## src/rtl/rli_pkg.sv

```systemverilog
// Shared widths, codes and transaction types for the ray/line intersection block.
// No dependencies; every other file in rtl/ refers to it by scoped names.
`default_nettype none

package rli_pkg;

	// Coordinate, difference and product widths
	localparam int CW = 16;          // Q12.4 coordinate
	localparam int DW = CW + 1;      // difference of two coordinates
	localparam int PW = 2 * DW;      // cross-product terms, denominator, numerators
	localparam int OW = PW + CW;     // origin times denominator
	localparam int SW = PW + DW;     // s numerator times direction
	localparam int NW = SW + 1;      // coordinate numerator before division
	localparam int QB = CW + 1;      // quotient magnitude bits

	// Decoupling queue depth
	localparam int FQ_DEPTH = 4;

	// Register port address width and register indexes
	localparam int AW = 4;
	localparam logic [AW-3:0] REG_ORIGIN_X  = 2'd0;
	localparam logic [AW-3:0] REG_ORIGIN_Y  = 2'd1;
	localparam logic [AW-3:0] REG_THROUGH_X = 2'd2;
	localparam logic [AW-3:0] REG_THROUGH_Y = 2'd3;

	// Query kinds
	localparam logic [1:0] OP_LINE = 2'd0;
	localparam logic [1:0] OP_RAY  = 2'd1;
	localparam logic [1:0] OP_SEG  = 2'd2;
	localparam logic [1:0] OP_NONE = 2'd3;

	typedef logic signed [CW-1:0] coord_t;

	typedef struct packed {
		coord_t origin_x;
		coord_t origin_y;
		coord_t through_x;
		coord_t through_y;
	} ray_cfg_t;

	// Classified query waiting for the division back end
	typedef struct packed {
		logic                 hit;
		logic signed [NW-1:0] num_x;
		logic signed [NW-1:0] num_y;
		logic [PW-1:0]        den;
	} rli_item_t;

endpackage

`default_nettype wire

```

## src/rtl/rli_fifo.sv

```systemverilog
// Short queue between the front end and the division back end.
// Depends on rli_pkg for the item type and depth.
`default_nettype none

module rli_fifo (
	input  logic               clk,
	input  logic               arst_n,
	input  logic               push,
	input  rli_pkg::rli_item_t wr_item,
	output logic               full,
	output logic               valid,
	input  logic               pop,
	output rli_pkg::rli_item_t rd_item
);

	localparam int PTR = $clog2(rli_pkg::FQ_DEPTH);

	rli_pkg::rli_item_t mem_q [rli_pkg::FQ_DEPTH];
	logic [PTR-1:0]     wr_ptr_q, rd_ptr_q;
	logic [PTR:0]       cnt_q;
	logic               do_pop;

	assign full    = (cnt_q == (PTR+1)'(rli_pkg::FQ_DEPTH));
	assign valid   = (cnt_q != '0);
	assign do_pop  = pop && valid;
	assign rd_item = mem_q[rd_ptr_q];

	// Track pointers and fill level
	always_ff @(posedge clk or negedge arst_n) begin
		if (!arst_n) begin
			wr_ptr_q <= '0;
			rd_ptr_q <= '0;
			cnt_q    <= '0;
		end else begin
			if (push) begin
				wr_ptr_q <= wr_ptr_q + 1'b1;
			end
			if (do_pop) begin
				rd_ptr_q <= rd_ptr_q + 1'b1;
			end
			cnt_q <= cnt_q + (PTR+1)'(push) - (PTR+1)'(do_pop);
		end
	end

	// Store entries
	always_ff @(posedge clk) begin
		if (push) begin
			mem_q[wr_ptr_q] <= wr_item;
		end
	end

endmodule

`default_nettype wire

```

## config.mk

```make
export PLATFORM = sky130hd
export DESIGN_NAME = rli_fifo
export DESIGN_NICKNAME = d
export VERILOG_FILES = /design/src/rtl/rli_pkg.sv /design/src/rtl/rli_fifo.sv
export SDC_FILE = /design/constraint.sdc
export NUM_CORES = 1
export LEC_CHECK = 0
export BUFFER_PORTS_ARGS = -buffer_cell sky130_fd_sc_hd__buf_2
export CORE_MARGIN = 4
export CORE_UTILIZATION = 57
export DETAILED_ROUTE_END_ITERATION = 12
export PLACE_DENSITY = 0.86
export SLEW_MARGIN = 5
export SYNTH_ARGS = -nofsm -noshare
export SYNTH_HDL_FRONTEND = slang
export SYNTH_SLANG_ARGS = --single-unit
export TNS_END_PERCENT = 50
```

## constraint.sdc

```tcl
create_clock -name clk -period 5.6 [get_ports clk]
set_clock_uncertainty 0.2 [all_clocks]
set_input_delay 0.28 -clock clk [delete_from_list [all_inputs] [get_ports clk]]
set_output_delay 0.28 -clock clk [all_outputs]
set_load 0.02 [all_outputs]
```

Word-level counts from Yosys, hierarchy flattened --
Memory sizes are Yosys's and may differ from the RTL's. Index checks and enable logic that the tools add are counted.
Operators by class: add/subtract/negate cells 4, equality and inequality tests 1, mux-type cells 2, reductions and logical operators 2
Operator list (number):
- adder 2 x 1 -> 2 bit (second input constant) | 2
- adder 3 x 1 -> 3 bit | 1
- equality test 3 bit (second input constant) | 1
- nonzero test 3 bit | 1
- subtractor 3 x 1 -> 3 bit | 1
- two-way mux 1 bit | 2
- logical AND 1 bit | 1
Word-level totals: bits in registers 7, RAM bits 556, word-level logic and storage cells 13, memories 1
Memory list:
- mem_q | words 4, bits a word 139, rd ports 1, clocked after memory_dff 0, write ports 1, line rli_fifo.sv:18 | rli_pkg::rli_item_t mem_q [rli_pkg::FQ_DEPTH];

Logic depth before layout (Yosys ltp) --
Gate-level depths: netlist (run 1).
depth after elaboration 3, depth in mapped cells 7

Worst setup path before layout (run 1) --
No wires, ideal clock.
kind register to register, start point register wr_ptr_q[0], end point memory mem_q[0][0] (netlist name), enable pin, library setup time 0.514 ns, arrival time 3.805 ns, setup slack 1.081 ns, cell stages (with the launch flop) 4, path buffers 0, period minus slack after synthesis 4.519 ns, cells stage by stage dfrtp_1 inv_1 ha_1 and2_1
RTL lines:
- start: declaration | line rli_fifo.sv:19 | logic [PTR-1:0] wr_ptr_q, rd_ptr_q;
- start signal: assignment | line rli_fifo.sv:36 | wr_ptr_q <= wr_ptr_q + 1'b1;
- end: declaration | line rli_fifo.sv:18
Straight into the memory's write port.

==> results of run 1 <==
-- where the power goes --
group | total, mW | switching, mW | internal (mW)
sequential | 5.90 | 0.382 | 5.52
combinational | 4.09 | 2.39 | 1.70
clock | 3.41 | 1.49 | 1.92
-- routing by layer --
metal,routed length [um],vias to the layer above,global-route usage
met5,13,-,0
met4,990,2,0.0652
met3,3630,72,0.0551
met2,21700,429,0.357
met1,15900,5007,0.296
li1,-,4225,-
-- sequential cells by signal, summed over array words and instances (netlist names) --
signal,cells
wr_ptr_q,2
rd_ptr_q,2
mem_q,556
cnt_q,3
-- stage by stage --
stage	power (mW)	hold WS [ns]	area (um^2)	worst slack, ns	util
2_1_floorplan	8.78	-0.216	20500	1.08	-
3_3_place_gp	9.90	-0.0665	22400	2.70	0.631
3_5_place_dp	10.0	-0.0664	22400	2.69	0.631
4_1_cts	13.5	0.213	25400	2.08	0.717
5_1_grt	14.0	0.254	25400	1.93	0.717
6_report	13.4	0.255	25400	2.19	0.717
-- cells in the mapped netlist --
cell      instances
edfxtp_1        556
mux4_2          139
buf_2            16
buf_6            11
dfrtp_1           7
ha_1              6
inv_1             6
and2_1            4
clkbuf_1          3
xnor2_1           3
xor2_1            2
and3_1            1
buf_1             1
buf_4             1
fa_1              1
nand2_1           1
o21ai_0           1
o311ai_0          1
o31a_1            1
or3_1             1
-- final timing paths --
path / from / slack [ns] / depth (start not counted) / end
max in group asynchronous: arst_n / 4.41 / 3 / rd_ptr_q[1]
min in group asynchronous: arst_n / 0.51 / 3 / wr_ptr_q[1]
worst max register to register: wr_ptr_q[0] / 3.03 / 3 / mem_q[3][131]
worst min-delay path: wr_item[86] / 0.25 / 2 / mem_q[3][86]
worst min register to register: wr_ptr_q[0] / 0.34 / 1 / wr_ptr_q[0]
worst max-delay path: rd_ptr_q[0] / 2.19 / 3 / rd_item[67]
-- layout make-up --
cell class,instances,area [um^2],area share
diodes,3,7.51,0.000295
clock buffers,59,1350,0.0530
clock inverters,38,284,0.0112
inverters,6,22.5,0.000885
multi-input cells,161,3340,0.131
flip-flops and latches,563,16900,0.663
well taps,461,577,0.0227
repair buffers,434,2980,0.117
-- logic make-up (layout without fill, tap and decap cells) --
group / count (synthesis) / in the layout / synth area share
flops: 563 / 563 / 0.825
simple gates: 7 / 7 / 0.00202
mux: 139 / 139 / 0.153
compound gates: 3 / 3 / 0.00110
xor+xnor: 5 / 5 / 0.00214
other cells: 0 / 3 / 0
buf+inv: 38 / 537 / 0.0122
fa+ha+maj: 7 / 7 / 0.00465
-- worst register-to-register path: cells and delay by family, from the launching register on --
family / cells / cell delay, ns
adders and majority gates: 1 / 0.18
buffers and inverters: 1 / 0.69
and+or+nand+nor: 1 / 0.68
DFF: 1 / 0.42
==> results.sh, run 1 <==
export IMPL_crit_buf_inv=2
export IMPL_vias=9735
export IMPL_ir_worst_vdd_uv=420
export IMPL_place_inst=1482
export IMPL_syn_inst=762
export IMPL_layout_common_cells="edfxtp_1 (556), buf_2 (283), dlygate4sd3_1 (143), mux4_2 (139), clkbuf_16 (53)"
export IMPL_core_area_mm2=0.0355
export IMPL_insertion_delay_ns=0.57
export IMPL_avgSynthCellArea_um2=26.8
export IMPL_routabilityCongestion=0.726
export IMPL_post_route_period_util=0.610
export IMPL_dieHeight_um=197
export IMPL_numCtsBuffers=53
export IMPL_path_cells="buf_12, mux4_2, buf_2"
export IMPL_critPathCaptureType="output pin"
export IMPL_power_leakage_nw=8.78
export IMPL_holdCritPathClass="in2reg"
export IMPL_numPortBuffers=283
export IMPL_stdcell_count=1725
export IMPL_cp_start_kind="register"
export IMPL_setup_viol=0
export IMPL_tightest_slew_ns=0.971
export IMPL_power_density_mw_per_mm2=526
export IMPL_drt_iter0_drc=771
export IMPL_worstSetupPathType="reg2out"
export IMPL_hold_viol=0
export IMPL_clkSlewWorstSetupHoldPaths_ns=0.06
export IMPL_synth_area_mm2=0.0205
export IMPL_grt_max_degree=91
export IMPL_slew_headroom=0.353
export IMPL_cts_resized=0
export IMPL_syn2layout_area_growth_pct=24.4
export IMPL_synth_seq_cells=563
export IMPL_firstDrtPassIters=5
export IMPL_synth_cell_types=20
export IMPL_syn_nets=912
export IMPL_cts_root_buf="clkbuf_16"
export IMPL_routed_wl_um=42300
export IMPL_required_ns=5.12
export IMPL_drive_gt1_frac=0.406
export IMPL_max_stage_delay_ns=1.06
export IMPL_clock_sinks=563
export IMPL_post_drt_via_cell_ratio=5.64
export IMPL_antenna_left=0
export IMPL_num_io_pins=284
export IMPL_yosysTopAreaCell="edfxtp_1"
export IMPL_die_w_um=197
export IMPL_finalCriticalPeriod_ns=3.41
export IMPL_slew_violations=0
export IMPL_cts_path_max_buffers=3
export IMPL_clock_fmax_ghz=0.293
export IMPL_cpLargestDelayFamily="flip-flops"
export IMPL_floorplan_rows=69
export IMPL_antenna_found_initial=4
export IMPL_htree_num_levels=2
export IMPL_drc=0
export IMPL_dieArea_mm2=0.0390
export IMPL_final_common_cell="edfxtp_1"
export IMPL_maxCapViolCount=0
export IMPL_critical_path_arrival_ns=2.93
export IMPL_yosys_warnings=0
export IMPL_wl_per_cell_um=24.5
export IMPL_grtUsageTotal=0.218
export IMPL_ctsHoldBuffers=143
export IMPL_finalNetCount=1369
export IMPL_slowest_stage="dfrtp_4"
export IMPL_ys_seq_area_frac=0.825
export IMPL_status="finished, final reports clean"
export IMPL_yosys_top_cells_area="edfxtp_1 (82%), mux4_2 (15%), dfrtp_1 (0.86%)"
export IMPL_critPathMaxFanout=49
export IMPL_fin_setup_tns_ns=0
export IMPL_cts_tree="yes"
export IMPL_grt_pass1_vias=10535
export IMPL_post_cts_buffers=0
export IMPL_gr_total_overflow=0
export IMPL_post_synth_top_area_fraction=0.816
export IMPL_nFillCells=1927
export IMPL_grt_pass1_wl_um=63800
export IMPL_rsz0062_at_grt="false"
export IMPL_hpwlAfterDp_um=22400
export IMPL_initial_core_util=0.576
No activity file was read; power rests on OpenSTA's default activity.
==> run 2: changes to the inputs <==
==> constraint.sdc (replaced) <==
create_clock -name clk -period 3.2 [get_ports clk]
set_clock_uncertainty 0.2 [all_clocks]
set_input_delay 0.16 -clock clk [delete_from_list [all_inputs] [get_ports clk]]
set_output_delay 0.16 -clock clk [all_outputs]
set_load 0.02 [all_outputs]
==> results.sh, run 2 (synthesized netlist as in run 1, its figures left out) <==
export IMPL_status="finished, final reports clean"
export IMPL_slew_headroom=0.594
export IMPL_r2r_start="cnt_q[1]"
export IMPL_clkSlewWorstSetupHoldPaths_ns=0.07
export IMPL_top_regs="mem_q x556, cnt_q x3"
export IMPL_reg2reg_to="cnt_q[2]"
export IMPL_routabilityCongestion=0.722
export IMPL_place_inst=1492
export IMPL_wl_per_cell_um=25.5
export IMPL_finalNetCount=1379
export IMPL_dieArea_mm2=0.0390
export IMPL_hpwlAfterDp_um=23200
export IMPL_fin_setup_tns_ns=0
export IMPL_grt_pass1_vias=10806
export IMPL_antenna_left=0
export IMPL_critical_path_arrival_ns=2.62
export IMPL_numPortBuffers=283
export IMPL_use_met2=0.392
export IMPL_grt_max_degree=83
export IMPL_power_leakage_nw=8.87
export IMPL_tightest_slew_ns=0.609
export IMPL_drive_gt1_frac=0.409
export IMPL_largest_reg_flops=556
export IMPL_crit_start="rd_ptr_q[0]"
export IMPL_ir_worst_vdd_uv=719
export IMPL_worstSetupPathType="reg2out"
export IMPL_hold_viol=0
export IMPL_antenna_found_initial=4
export IMPL_min_from="wr_item[105]"
export IMPL_cts_path_max_buffers=3
export IMPL_rsz0062_at_grt="false"
export IMPL_finalCriticalPeriod_ns=2.98
export IMPL_drt_iter0_drc=836
export IMPL_initial_core_util=0.576
export IMPL_max_stage_delay_ns=0.81
export IMPL_holdCritPathClass="in2reg"
export IMPL_floorplan_rows=69
export IMPL_cpLargestDelayFamily="flip-flops"
export IMPL_routed_wl_um=44200
export IMPL_numCtsBuffers=53
export IMPL_stdcell_count=1735
export IMPL_maxCapViolCount=0
export IMPL_htree_num_levels=2
export IMPL_core_area_mm2=0.0355
export IMPL_syn2layout_area_growth_pct=25.6
export IMPL_path_cells="buf_4, mux4_2, buf_2"
export IMPL_met1_usage=0.297
export IMPL_fin_util=0.724
export IMPL_post_route_period_util=0.930
export IMPL_clock_sinks=563
export IMPL_worst_r2r_cell_count=7
export IMPL_slew_violations=0
export IMPL_cts_tree="yes"
export IMPL_setup_viol=0
export IMPL_gr_total_overflow=0
export IMPL_critPathCaptureType="output pin"
export IMPL_hold_depth=2
export IMPL_holdWs_ns=0.123
export IMPL_crit_buf_inv=2
export IMPL_nFillCells=1876
export IMPL_r2r_slack_ns=0.87
export IMPL_top_register="mem_q"
export IMPL_firstDrtPassIters=5
export IMPL_clock_fmax_ghz=0.336
export IMPL_slowest_stage="dfrtp_4"
export IMPL_cp_start_kind="register"
export IMPL_hold_end="mem_q[0][105]"
export IMPL_power_total_mw=23.9
export IMPL_required_ns=2.84
export IMPL_drc=0
export IMPL_cts_resized=0
export IMPL_vias=9867
export IMPL_dieHeight_um=197
export IMPL_grtUsageTotal=0.230
export IMPL_power_density_mw_per_mm2=930
export IMPL_top_usage_layer="met2"
export IMPL_insertion_delay_ns=0.59
export IMPL_num_io_pins=284
export IMPL_grt_use_met3=0.0510
export IMPL_post_drt_via_cell_ratio=5.69
export IMPL_cts_root_buf="clkbuf_16"
export IMPL_die_w_um=197
export IMPL_layout_common_cells="edfxtp_1 (556), buf_2 (283), dlygate4sd3_1 (143), mux4_2 (139), clkbuf_16 (55)"
export IMPL_critPathMaxFanout=27
export IMPL_grt_pass1_wl_um=66700
export IMPL_final_common_cell="edfxtp_1"
==> run 2: through the flow <==
step | setup slack, ns | cell area, um^2
CTS | 0.145 | 25700
floorplan | -1.29 | 20500
detailed placement | 0.826 | 22500
global placement | 0.833 | 22500
finish | 0.223 | 25700
global route | 0.0623 | 25700
==> run 2: layer usage <==
metal / wire length, um / vias to the layer above
met5: 0 / -
met4: 1260 / 0
met3: 3400 / 79
met2: 23400 / 442
met1: 16100 / 5107
li1: - / 4239
==> run 2: worst max-delay path by stage <==
stage,end,cells past startpoint,slack (ns)
2_1_floorplan,mem_q[1][0],3,-1.29
3_3_place_gp,rd_item[19],3,0.83
3_5_place_dp,rd_item[19],3,0.83
4_1_cts,rd_item[32],3,0.14
5_1_grt,rd_item[105],3,0.06
6_report,rd_item[19],3,0.22
==> run 2: cell type report <==
cell class	count	area, um^2	share of cell area
Sequential cell	563	16900	0.657
Clock inverter	29	270	0.0105
Clock buffer	66	1420	0.0552
Timing Repair Buffer	444	3160	0.123
Antenna cell	5	12.5	0.000487
Multi-Input combinational cell	161	3340	0.130
Tap cell	461	577	0.0225
Inverter	6	22.5	0.000877
==> run 2: what timing repair did <==
item,CTS,global route
setup endpoints to repair,0,0
buffers inserted,0,0
endpoints found under the hold margin,569,0
hold buffers,143,0
==> run 2: power breakdown <==
group          switching (mW)  internal [mW]  leakage, nW
combinational            4.45           3.13         2.87
sequential              0.545           9.65         5.19
clock                    2.60           3.53        0.815
total                    7.59           16.3         8.87
